## config.mk

```make
export PLATFORM = sky130hd
export DESIGN_NAME = rwnh_div
export DESIGN_NICKNAME = d
export VERILOG_FILES = /design/src/rwnh_pkg.sv /design/src/rwnh_div.sv
export SDC_FILE = /design/constraint.sdc
export NUM_CORES = 1
export LEC_CHECK = 0
export ABC_CLOCK_PERIOD_IN_PS = 18280
export BUFFER_PORTS_ARGS = -buffer_cell sky130_fd_sc_hd__buf_2
export CAP_MARGIN = 20
export CORE_UTILIZATION = 60
export DETAILED_ROUTE_END_ITERATION = 8
export PLACE_DENSITY = 0.85
export SETUP_SLACK_MARGIN = 0.5
export SLEW_MARGIN = 40
export SYNTH_ARGS = -nofsm -noshare
export SYNTH_HDL_FRONTEND = slang
export SYNTH_SLANG_ARGS = --single-unit
```

## constraint.sdc

```tcl
create_clock -name clk -period 18.28 [get_ports clk]
set_clock_uncertainty 0.1 [all_clocks]
set_input_delay 3.656 -clock clk [delete_from_list [all_inputs] [get_ports clk]]
set_output_delay 3.656 -clock clk [all_outputs]
set_load 0.03 [all_outputs]
```

## src/rwnh_pkg.sv

```systemverilog
// Package for the ray and wall nearest-hit block: beat types, constants, states.
// Used by every file under src; depends on nothing.
package rwnh_pkg;
  localparam int MaxWallsDefault = 64;
  localparam int FractionBitsDefault = 4;
  localparam int ProdW = 34;
  localparam int DetW = 35;
  localparam int QuotW = 17;

  typedef enum logic {
    CMD_STORE = 1'b0,
    CMD_PROBE = 1'b1
  } cmd_t;

  typedef struct packed {
    logic               cmd;
    logic signed [15:0] point_a_x;
    logic signed [15:0] point_a_y;
    logic signed [15:0] point_b_x;
    logic signed [15:0] point_b_y;
  } in_beat_t;

  typedef struct packed {
    logic               hit;
    logic        [14:0] distance;
    logic signed [15:0] hit_x;
    logic signed [15:0] hit_y;
    logic               status;
  } out_beat_t;

  typedef enum logic [3:0] {
    ST_IDLE, ST_READ, ST_MUL1, ST_MUL2, ST_TEST, ST_DIVX, ST_DIVY,
    ST_CMP, ST_SQRT, ST_OUT
  } state_t;

  typedef struct packed {
    logic        start;
    logic [69:0] num;
    logic [35:0] den;
  } div_req_t;
endpackage

```

## src/rwnh_div.sv

```systemverilog
// Restoring divider, one quotient bit a cycle, for the hit offset magnitude.
// Depends on rwnh_pkg.
module rwnh_div (
  input  logic            clk,
  input  logic            rst,
  input  rwnh_pkg::div_req_t req,
  output logic            busy,
  output logic [69:0]     quot
);
  import rwnh_pkg::*;

  logic [69:0] rem;
  logic [35:0] den;
  logic [6:0]  cnt;
  logic [70:0] trial;

  always_comb begin
    trial = {rem, quot[69]} - {35'd0, den};
  end

  always_ff @(posedge clk) begin
    if (rst) begin
      busy <= 1'b0;
      cnt <= '0;
    end else if (req.start) begin
      busy <= 1'b1;
      cnt <= 7'd70;
      rem <= '0;
      quot <= req.num;
      den <= req.den;
    end else if (busy) begin
      if (!trial[70]) begin
        rem <= trial[69:0];
        quot <= {quot[68:0], 1'b1};
      end else begin
        rem <= {rem[68:0], quot[69]};
        quot <= {quot[68:0], 1'b0};
      end
      cnt <= cnt - 7'd1;
      if (cnt == 7'd1) busy <= 1'b0;
    end
  end
endmodule
```

==> parameters.txt, run 1 <==
Parameter                              Value

Synth
  Fraction of registers with async set or reset after synthesis    0
  Synthesized net count    1030
  Most used flip-flop cell after synthesis    edfxtp_1
  Synthesis warning total    0
  Netlist area before placement    10200 sq um
  Number of different library cells in the post-synthesis netlist    approximately 60
  Synthesis-stage register bit count    184
  Number of synthesized flops with an enable pin    176
  Cells after synthesis    882
  Syn_area_per_cell    11.6 sq um
  Sequential-to-total area share from yosys stat    0.533

Routing
  Final wirelength    23300 um
  DR WL/cell    18.3 um
  Remaining number of nets flagged by the antenna check after routing    0
  Vias post-DR    7688
  Post-route DRC violation count    0
  DR iter-0 viols    around 560
  Initial DRT Pass Iterations    5
  Post-detailed-route via-to-cell ratio    6.03

Final layout
  Area growth from synthesis to final layout    16.7%
  Post-Layout Cell Count    1276
  Most frequent cells in the layout    buf_2 (178), edfxtp_1 (176), mux2_2 (72), nor2_1 (70), a21oi_1 (63)
  Fraction of layout cells with a size suffix above 1    0.294
  Commonest non-fill, non-tap cell in the layout    buf_2
  Number of antenna cells inserted    0
  Count of filler cells inserted in the layout    1166
  Number of nets in the layout    1191

CTS
  CTS Buf Count    17
  Number of hold buffers added after CTS    0
  Maximum level of the CTS H-tree    4
  Worst-Skew Late Latency    450 ps
  Root buffer cell    clkbuf_16
  Clock Sinks    about 180
  Clock tree from TritonCTS    done
  CTS max path bufs    2
  Post-CTS resize count    0
  Post-CTS Setup Inserts    0
  Worst-path clk slew    roughly 70 ps

Critical path
  Required @ worst endpoint    18320 ps
  Crit path arrival time    between 5000 and 6000 ps
  Maximum fanout along the worst path    87
  Critical path class    input pin to register
  Length in cells of the worst reg-to-reg path    9
  Setup slack on the worst flop-to-flop path    between 10000 and 15000 ps
  Startpoint class of the critical path    input pin
  Slowest library cell on the worst path    nor2_4
  Largest stage delay on the critical path    580 ps
  Cell Chain, Critical Path    buf_6 -> inv_1 -> nor2_4 -> buf_8
  Critical path capture point type    register

Timing
  Fin. Hold Viols    0
  Final Setup Violations    0
  Tmin final    5520 ps
  Total Negative Setup Slacks    0 ps
  Worst max-slew margin expressed relative to the limit    0.465
  Unrepaired setup endpoints after global routing    no
  Slew Limit Fails    0
  Fraction of the cycle the final worst path needs    0.302
  Max frequency    181 MHz
  Actual slew at the worst max-slew pin    802 ps

Die
  Initial core utilization    0.616
  Chip height    133 um
  Core area    ~17000 sq um
  Die Footprint    17600 sq um
  Horizontal die dimension    133 um
  Count of boundary I/O pins    180
  Cell row count    47

Pwr
  Leakage power of the design    4.71 nW
  Max rail drop VDD    0.0000752 V
  Overall power after layout    approximately 0.0011 W
  Power density of the placed cells    94.4 nW/um^2

Placement
  Placed Cells incl. Taps    1244
  Routability congestion estimate    0.932
  Hpwl dp    16300 um
  I/O Buffers    179

Global routing
  Number of global-route vias before repair    7604
  Maximum number of pins on one net before global-route repair    approximately 90
  Global-route wire length before repair    37200 um
  Number of antenna violations at the first check in global routing    0
  Total track usage    0.272
  Residual overflow from global routing    0

Worst hold path
  Min-delay worst type    register to register
  Worst Hold Path Cells    1

Job
  MaxCap Viol Count    0

Outcome
  Outcome    complete, no violations
worst paths after layout:
path	startpoint	endpoint
max	req[106]	den[28]$_DFFE_PP_
max reg2reg	rem[39]$_SDFFCE_PP0P_	rem[53]$_SDFFCE_PP0P_
min reg2reg	quot[39]$_DFFE_PP_	quot[40]$_DFFE_PP_
min	quot[39]$_DFFE_PP_	quot[40]$_DFFE_PP_
layout make-up:
type,count,area (sq um),area share
Clock buffer,17,425,0.0357
Tap cell,220,275,0.0231
Inverter,51,191,0.0161
Clock inverter,15,200,0.0168
Sequential cell,184,5450,0.457
Multi-Input combinational cell,603,4420,0.371
Timing Repair Buffer,186,966,0.0810
critical path, delay by kind of cell:
kind,cells,cell delay (ps)
buffers and inverters,3,1220
AND/OR/NAND/NOR,1,580
metrics by stage:
| stage | cell area, sq um | setup slack (ps) | util | hold WS (ps) |
|---|---|---|---|---|
| after floorplan | 10200 | 7180 | - | 424 |
| after global placement | 11300 | 11900 | 0.679 | 449 |
| after detailed placement | 11300 | 12320 | 0.681 | 458 |
| after CTS | 11900 | 12790 | 0.719 | 479 |
| after global routing | 11900 | 12660 | 0.719 | 492 |
| final | 11900 | 12760 | 0.719 | 479 |
state kept, by name, summed over array words and instances, names as in the netlist:
name  flops
busy      1
cnt       7
den      36
quot     70
rem      70
where the power goes:
part           total [W]  switching [W]  internal (W)
combinational   0.000224       0.000135     0.0000895
clock           0.000383       0.000185      0.000198
sequential      0.000518      0.0000188      0.000499
total            0.00113       0.000339      0.000787
kinds of logic (layout without fill, tap and decap cells):
group,Yosys count,count (layout),share of synthesized area
and+or+nand+nor,239,239,0.124
buffers and inverters,95,269,0.0375
muxes,99,99,0.106
xor gates and xnor gates,48,48,0.0411
AOI/OAI and AO/OA,178,178,0.111
DFF,184,184,0.533
adders and majority gates,39,39,0.0485
Yosys cell counts, types with 7 or more instances:
cell type	n	area [sq um]
a21o_1	16	120
a21oi_1	63	315
clkbuf_1	37	139
dfxtp_1	8	160
edfxtp_1	176	5290
ha_1	38	475
inv_1	51	191
mux2_2	72	811
mux2i_1	27	270
nand2_1	43	161
nand2b_1	8	50.1
nand3_1	14	70.1
nand4_1	11	68.8
nor2_1	72	270
nor2b_1	9	56.3
nor3_1	15	75.1
nor4_1	8	50.1
o21a_1	7	52.6
o21ai_0	27	135
o21bai_1	7	52.6
o22ai_1	7	43.8
o31ai_1	10	75.1
or3_1	12	75.1
or4_1	10	75.1
xnor2_1	28	245
xor2_1	20	175
metal layers:
metal  GRT usage  share of wire  wire (um)
met1       0.324           0.41       9460
met2       0.472           0.50      11700
met3      0.0693          0.065       1530
met4       0.106          0.025        581
met5           0              0          0
Note: power is estimated with default switching activity, not from simulation.
==> run 2, diff against run 1 <==
Settings changed: ABC_AREA set to 1, ABC_CLOCK_PERIOD_IN_PS 18280 to 4800, CORE_UTILIZATION 60 to 53, PLACE_DENSITY 0.85 to 0.78.
Clock period 18.28 ns to 4.8 ns, I/O delays scaled along.
==> run 2 against run 1 <==
Total power increased to 4.0 times the previous value. Combinational power increased to 4.7 times the previous value. Sequential share of layout area decreased by 7.2 points. Setup slack got worse by 12000 ps. Sequential power increased to 3.8 times the previous value. Final cell count increased by 75%. Die area increased by 36%. Register-to-register slack got worse by 13000 ps. Synthesized cell count increased by 98%. Via count increased by 52%.
==> parameters.txt, run 2 <==
Parameter                              Value

Timing
  Final Setup Violations    0 (unchanged)
  Unrepaired setup endpoints after global routing    no (unchanged)
  Fin. Hold Viols    0 (unchanged)
  Fraction of the cycle the final worst path needs    0.772
  Actual slew at the worst max-slew pin    770 ps (was 802 ps)
  Total Negative Setup Slacks    0 ps (unchanged)
  Slew Limit Fails    0 (unchanged)
  Max frequency    270 MHz
  Tmin final    3710 ps
  Worst max-slew margin expressed relative to the limit    0.487 (was 0.465)
  Post-route setup slack    1090 ps (was 12760 ps)

Synth
  Cells after synthesis    1749 (was 882)
  Synth area leaders    edfxtp_1 (43%), nand2_1 (21%), inv_1 (7.8%), nor2_1 (6.8%), ha_1 (3.8%) (was edfxtp_1 (52%), mux2_2 (7.9%), ha_1 (4.7%), a21oi_1 (3.1%), mux2i_1 (2.6%))
  Sequential-to-total area share from yosys stat    0.440 (was 0.533)
  Compound-cell area share of the yosys netlist    0.0468 (was 0.111)
  Syn_area_per_cell    7.07 sq um (was 11.6 sq um)
  Cell types with the highest counts after synthesis    nand2_1 (706), inv_1 (256), nor2_1 (224) (was edfxtp_1 (176), mux2_2 (72), nor2_1 (72))
  Number of different library cells in the post-synthesis netlist    38 (was 61)
  Post-synthesis share of cell area spent on full adders, half adders and majority gates    0.0401 (was 0.0485)
  Synth area leader    edfxtp_1 (unchanged)
  Fraction of the mapped netlist area in simple logic gates    0.352 (was 0.124)
  Fraction of registers with async set or reset after synthesis    0 (unchanged)
  Synthesis-stage register bit count    184 (unchanged)
  Most used flip-flop cell after synthesis    edfxtp_1 (unchanged)
  Combinational family with the most area after synthesis    simple AND/OR/NAND/NOR gates (unchanged)
  Netlist area before placement    12400 sq um (was 10200 sq um)
  Synthesized net count    1897 (was 1030)
  Mux contribution to synthesized area    0 (was 0.106)
  Xor and xnor area share after synthesis    0.0255 (was 0.0411)
  Most common cell in the netlist    nand2_1 (was edfxtp_1)
  Share of the synthesized area in the top cell type    0.427 (was 0.517)
  Synthesis warning total    0 (unchanged)
  Number of synthesized flops with an enable pin    176 (unchanged)

Routing
  Post-route DRC violation count    0 (unchanged)
  Final wirelength    35100 um (was 23300 um)
  DR WL/cell    15.7 um (was 18.3 um)
  DR iter-0 viols    916 (was 556)
  Remaining number of nets flagged by the antenna check after routing    0 (unchanged)
  Post-detailed-route via-to-cell ratio    5.21 (was 6.03)
  Vias post-DR    11.7k (was 7688)
  Initial DRT Pass Iterations    5 (unchanged)

CTS
  CTS Buf Count    17 (unchanged)
  Clock Sinks    184 (unchanged)
  CTS max path bufs    2 (unchanged)
  Clock tree from TritonCTS    done (unchanged)
  Root buffer cell    clkbuf_16 (unchanged)
  Worst-Skew Late Latency    460 ps (was 450 ps)
  Post-CTS resize count    0 (unchanged)
  Worst-path clk slew    80 ps (was 70 ps)
  Post-CTS Setup Inserts    0 (unchanged)
  Number of hold buffers added after CTS    0 (unchanged)
  Maximum level of the CTS H-tree    4 (unchanged)

Pwr
  Max rail drop VDD    0.000244 V (was 0.0000752 V)
  Overall power after layout    0.00449 W (was 0.00113 W)
  Leakage power of the design    6.99 nW (was 4.71 nW)
  Power density of the placed cells    317 nW/um^2 (was 94.4 nW/um^2)

Final layout
  Number of nets in the layout    2061 (was 1191)
  Post-route cell area    14200 sq um (was 11900 sq um)
  Count of filler cells inserted in the layout    2148 (was 1166)
  Number of antenna cells inserted    0 (unchanged)
  Fraction of layout cells with a size suffix above 1    0.123 (was 0.294)
  Most frequent cells in the layout    nand2_1 (706), inv_1 (255), nor2_1 (222), buf_2 (178), edfxtp_1 (176) (was buf_2 (178), edfxtp_1 (176), mux2_2 (72), nor2_1 (70), a21oi_1 (63))
  Area growth from synthesis to final layout    14.4% (was 16.7%)
  Registers with the most flip-flops    quot (70), rem (70), den (36) (unchanged)
  Post-Layout Cell Count    2239 (was 1276)
  Commonest non-fill, non-tap cell in the layout    nand2_1 (was buf_2)

Global routing
  Number of antenna violations at the first check in global routing    0 (unchanged)
  Grt peak-use layer    met2 (unchanged)
  Maximum number of pins on one net before global-route repair    141 (was 88)
  Number of global-route vias before repair    11.1k (was 7604)
  Met3 GRT Util    0.0670 (was 0.0693)
  Grt met1 use    0.387 (was 0.324)
  Met2 Resource Use GR    0.496 (was 0.472)
  Global-route wire length before repair    55300 um (was 37200 um)
  Residual overflow from global routing    0 (unchanged)
  Total track usage    0.300 (was 0.272)

Outcome
  Outcome    complete, no violations (unchanged)

Critical path
  Terminus of the critical flop-to-flop path    quot[0]$_DFFE_PP_ (was rem[53]$_SDFFCE_PP0P_)
  Crit path arrival time    3780 ps (was 5560 ps)
  Length in cells of the worst reg-to-reg path    14 (was 9)
  Required @ worst endpoint    4870 ps (was 18320 ps)
  Startpoint class of the critical path    register (was input pin)
  Launching element of the worst setup path    quot[69]$_DFFE_PP_ (was req[106])
  Startpoint of the worst-slack reg-to-reg timing path    quot[69]$_DFFE_PP_ (was rem[39]$_SDFFCE_PP0P_)
  Maximum fanout along the worst path    35 (was 87)
  Endpoint of the most critical setup path    quot[0]$_DFFE_PP_ (was den[28]$_DFFE_PP_)
  Setup slack on the worst flop-to-flop path    1090 ps (was 13700 ps)
  Critical path class    register to register (was input pin to register)
  Critical path capture point type    register (unchanged)

Placement
  Placed Cells incl. Taps    2207 (was 1244)
  Hpwl dp    27000 um (was 16300 um)
  Routability congestion estimate    1.01 (was 0.932)
  I/O Buffers    179 (unchanged)
  Post-placement worst setup slack    1100 ps (was 12320 ps)
  Post-placement cell area    13500 sq um (was 11300 sq um)

Die
  Horizontal die dimension    155 um (was 133 um)
  Core area    22800 sq um (was 16600 sq um)
  Count of boundary I/O pins    180 (unchanged)
  Initial core utilization    0.543 (was 0.616)
  Chip height    155 um (was 133 um)
  Cell row count    55 (was 47)
  Die Footprint    24000 sq um (was 17600 sq um)

Job
  MaxCap Viol Count    0 (unchanged)

Worst hold path
  Worst Hold Path Cells    2 (was 1)
  Min-Delay Startpoint    quot[23]$_DFFE_PP_ (was quot[39]$_DFFE_PP_)
  Min-delay worst type    register to register (unchanged)
[run 2: power breakdown]
part / internal [W] / switching [W] / leakage [nW]
Sequential: 0.00191 / 0.0000789 / 1.76
Combinational: 0.000325 / 0.000725 / 4.93
Clock: 0.000750 / 0.000708 / 0.295
Total: 0.00298 / 0.00151 / 6.99
[run 2: routing by layer]
metal,vias up,part of all wire
li1,5801,-
met1,5364,0.43
met2,462,0.46
met3,46,0.084
met4,0,0.024
met5,-,0
[run 2: cell families (layout without fill, tap and decap cells)]
logic type | after synthesis | count (layout)
DFF | 184 | 184
AOI/OAI and AO/OA | 112 | 112
adders and majority gates | 39 | 39
and+or+nand+nor | 1079 | 1079
buffers and inverters | 299 | 476
xor gates and xnor gates | 36 | 36
[run 2: final cells by class]
type / instances / area [sq um] / area share
clock buffer: 18 / 429 / 0.0303
multi-input combinational: 1266 / 5760 / 0.407
tap: 313 / 392 / 0.0277
clock inverter: 14 / 179 / 0.0126
timing repair buffer: 186 / 975 / 0.0689
inverter: 258 / 970 / 0.0685
sequential: 184 / 5450 / 0.385
[run 2: worst min path at each step]
stage                               end  slack (ps)
floorplan           cnt[5]$_SDFFE_PP0P_         380
global placement    cnt[5]$_SDFFE_PP0P_         400
detailed placement  cnt[3]$_SDFFE_PP0P_         420
CTS                 cnt[3]$_SDFFE_PP0P_         430
global route         quot[24]$_DFFE_PP_         440
finish               quot[24]$_DFFE_PP_         430
[run 2: metrics by stage]
step	hold WS, ps	utilization
after floorplan	379	-
after global placement	399	0.594
after detailed placement	418	0.595
after CTS	433	0.621
after global routing	439	0.621
final	429	0.621
[run 2: worst max-delay path: stages (launching register included)]
cell and delay (ps):
edfxtp_1 430, inv_1 80, ha_1 140, inv_1 80
fa_1 450, nand2_1 100, nand3_1 150, nand2_1 120
nand3_2 120, nand2_4 130, nand3_1 90, nand2_2 490
nand2_2 260, inv_2 570, o21ai_1 130
==> run 3, diff against run 2 <==
Settings changed: ABC_CLOCK_PERIOD_IN_PS 4800 to 3200.
Clock period 4.8 ns to 3.2 ns, I/O delays scaled along.
==> run 3 against run 2 <==
Clock-buffer cell count shrank 1. Critical path type unchanged. Die area is the same. Non-clock buffer count grew 33. Routed wire length grew 14%.
==> parameters.txt, run 3 (synthesis results as in run 2) <==
Parameter                              Value

Routing
  Vias post-DR    12.0k (was 11.7k)
  DR iter-0 viols    1074 (was 916)
  Final wirelength    39800 um (was 35100 um)
  Post-detailed-route via-to-cell ratio    5.30 (was 5.21)
  Post-route DRC violation count    0 (unchanged)
  Initial DRT Pass Iterations    5 (unchanged)
  DR WL/cell    17.5 um (was 15.7 um)
  Remaining number of nets flagged by the antenna check after routing    0 (unchanged)

Die
  Core area    22800 sq um (unchanged)
  Die Footprint    24000 sq um (unchanged)
  Initial core utilization    0.543 (unchanged)
  Horizontal die dimension    155 um (unchanged)
  Cell row count    55 (unchanged)
  Count of boundary I/O pins    180 (unchanged)
  Chip height    155 um (unchanged)

Global routing
  Maximum number of pins on one net before global-route repair    111 (was 141)
  Number of antenna violations at the first check in global routing    1 (was 0)
  Grt met1 use    0.425 (was 0.387)
  Global-route wire length before repair    58900 um (was 55300 um)
  Number of global-route vias before repair    11.3k (was 11.1k)
  Residual overflow from global routing    0 (unchanged)
  Met2 Resource Use GR    0.529 (was 0.496)
  Grt peak-use layer    met2 (unchanged)
  Total track usage    0.323 (was 0.300)
  Met3 GRT Util    0.0670 (unchanged)

Timing
  Max frequency    367 MHz (was 270 MHz)
  Total Negative Setup Slacks    0 ps (unchanged)
  Unrepaired setup endpoints after global routing    yes (was no)
  Actual slew at the worst max-slew pin    808 ps (was 770 ps)
  Tmin final    2730 ps (was 3710 ps)
  Fraction of the cycle the final worst path needs    0.853 (was 0.772)
  Fin. Hold Viols    0 (unchanged)
  Final Setup Violations    0 (unchanged)
  Slew Limit Fails    0 (unchanged)
  Worst max-slew margin expressed relative to the limit    0.462 (was 0.487)

Final layout
  Area used by multi-input combinational logic    6440 sq um (was 5760 sq um)
  Post-Layout Cell Count    2274 (was 2239)
  Area growth from synthesis to final layout    23.5% (was 14.4%)
  Count of filler cells inserted in the layout    1969 (was 2148)
  Post-route cell area    15300 sq um (was 14200 sq um)
  Registers with the most flip-flops    quot (70), rem (70), den (36) (unchanged)
  Fraction of layout cells with a size suffix above 1    0.188 (was 0.123)
  Most frequent cells in the layout    nand2_1 (676), inv_1 (254), nor2_1 (202), buf_2 (178), edfxtp_1 (176) (was nand2_1 (706), inv_1 (255), nor2_1 (222), buf_2 (178), edfxtp_1 (176))
  Commonest non-fill, non-tap cell in the layout    nand2_1 (unchanged)
  Number of nets in the layout    2095 (was 2061)
  Final core area utilization    0.671 (was 0.621)
  Register area    5450 sq um (unchanged)

CTS
  Worst-Skew Late Latency    450 ps (was 460 ps)
  CTS Buf Count    17 (unchanged)
  Worst-path clk slew    80 ps (about the same)
  Clock tree from TritonCTS    done (unchanged)
  Root buffer cell    clkbuf_16 (unchanged)
  CTS max path bufs    2 (unchanged)
  Clock Sinks    184 (unchanged)
  Maximum level of the CTS H-tree    4 (unchanged)

Outcome
  Outcome    complete, no violations (unchanged)

Placement
  Post-placement cell area    13700 sq um (was 13500 sq um)
  Placed Cells incl. Taps    2215 (was 2207)
  I/O Buffers    179 (unchanged)
  Hpwl dp    28300 um (was 27000 um)
  Routability congestion estimate    1.01 (about the same)

Pwr
  Overall power after layout    0.00710 W (was 0.00449 W)
  Power density of the placed cells    465 nW/um^2 (was 317 nW/um^2)
  Max rail drop VDD    0.000401 V (was 0.000244 V)
  Leakage power of the design    7.27 nW (was 6.99 nW)

Worst hold path
  Min-delay worst type    input pin to register (was register to register)

Critical path
  Maximum fanout along the worst path    14 (was 35)
  Critical path capture point type    register (unchanged)
  Crit path arrival time    2830 ps (was 3780 ps)
  Cell Chain, Critical Path    inv_1 -> ha_1 -> nand2_1 -> inv_1 -> nand2_1 -> inv_1 -> nand2_1 -> nand2_2 -> a21oi_4 -> nand4_4 -> nand2_8 -> inv_8 -> buf_12 -> nor2_1 -> nor2_1 (was inv_1 -> ha_1 -> inv_1 -> fa_1 -> nand2_1 -> nand3_1 -> nand2_1 -> nand3_2 -> nand2_4 -> nand3_1 -> nand2_2 -> nand2_2 -> inv_2 -> o21ai_1)
  Startpoint class of the critical path    register (unchanged)
  Largest stage delay on the critical path    380 ps (was 570 ps)
  Slowest library cell on the worst path    edfxtp_1 (was inv_2)
  Critical path class    register to register (unchanged)
  Required @ worst endpoint    3310 ps (was 4870 ps)

Job
  MaxCap Viol Count    0 (unchanged)
==> run 3: cell types whose count changed in the layout (fill, tap and decap cells not counted), sizes merged <==
cell / delta
clkbuf: +3
bufinv: -1
diode: +1
inv: +2
buf: +29
nand2: +1
==> run 3: what timing repair did <==
item / 4_1_cts / 5_1_grt
cloned: 2 / 8
pin swaps: 4 / 7
endpoints found under the setup margin: 70 / 70
hold buffers: 0 / 0
buffers inserted: 4 / 12
hold endpoints to repair: 0 / 0
resized for setup: 31 / 102
==> run 3: layer usage <==
layer	part of all wire	wire, um	vias to the layer above
li1	-	-	5885
met1	0.41	16400	5529
met2	0.47	18600	551
met3	0.090	3590	77
met4	0.032	1270	0
met5	0	0	-
==> run 3: final cells by class <==
class | count | area share
clock buffers | 17 | 0.0278
well taps | 313 | 0.0256
flip-flops and latches | 184 | 0.356
diodes | 1 | 0.000164
repair buffers | 219 | 0.0915
clock inverters | 15 | 0.0127
multi-input cells | 1267 | 0.422
inverters | 258 | 0.0640
==> run 3: worst max-delay path, delay by kind of cell (launching register included) <==
kind            cells  cell delay [ps]
buf+inv             5              490
fa+ha+maj           1              300
simple gates        8              980
compound gates      1              230
flops               1              380
==> run 3: worst paths after layout <==
check / from / depth (start not counted) / endpoint / slack, ps
max: den[27]$_DFFE_PP_ / 15 / rem[21]$_SDFFCE_PP0P_ / 470
min reg2reg: cnt[3]$_SDFFE_PP0P_ / 2 / cnt[3]$_SDFFE_PP0P_ / 440
max reg2reg: den[27]$_DFFE_PP_ / 15 / rem[21]$_SDFFCE_PP0P_ / 470
min: req[14] / 1 / den[14]$_DFFE_PP_ / 260
==> run 3: stage by stage <==
step | setup slack [ps] | hold WS (ps)
finish | 472 | 255
global route | 405 | 246
CTS | 484 | 249
detailed placement | 327 | 419
global placement | 341 | 401
floorplan | -221 | 379
==> run 3: where the power goes <==
group / total (W) / switching (W) / internal [W]
sequential: 0.00300 / 0.000139 / 0.00286
combinational: 0.00186 / 0.00121 / 0.000655
clock: 0.00225 / 0.00117 / 0.00108
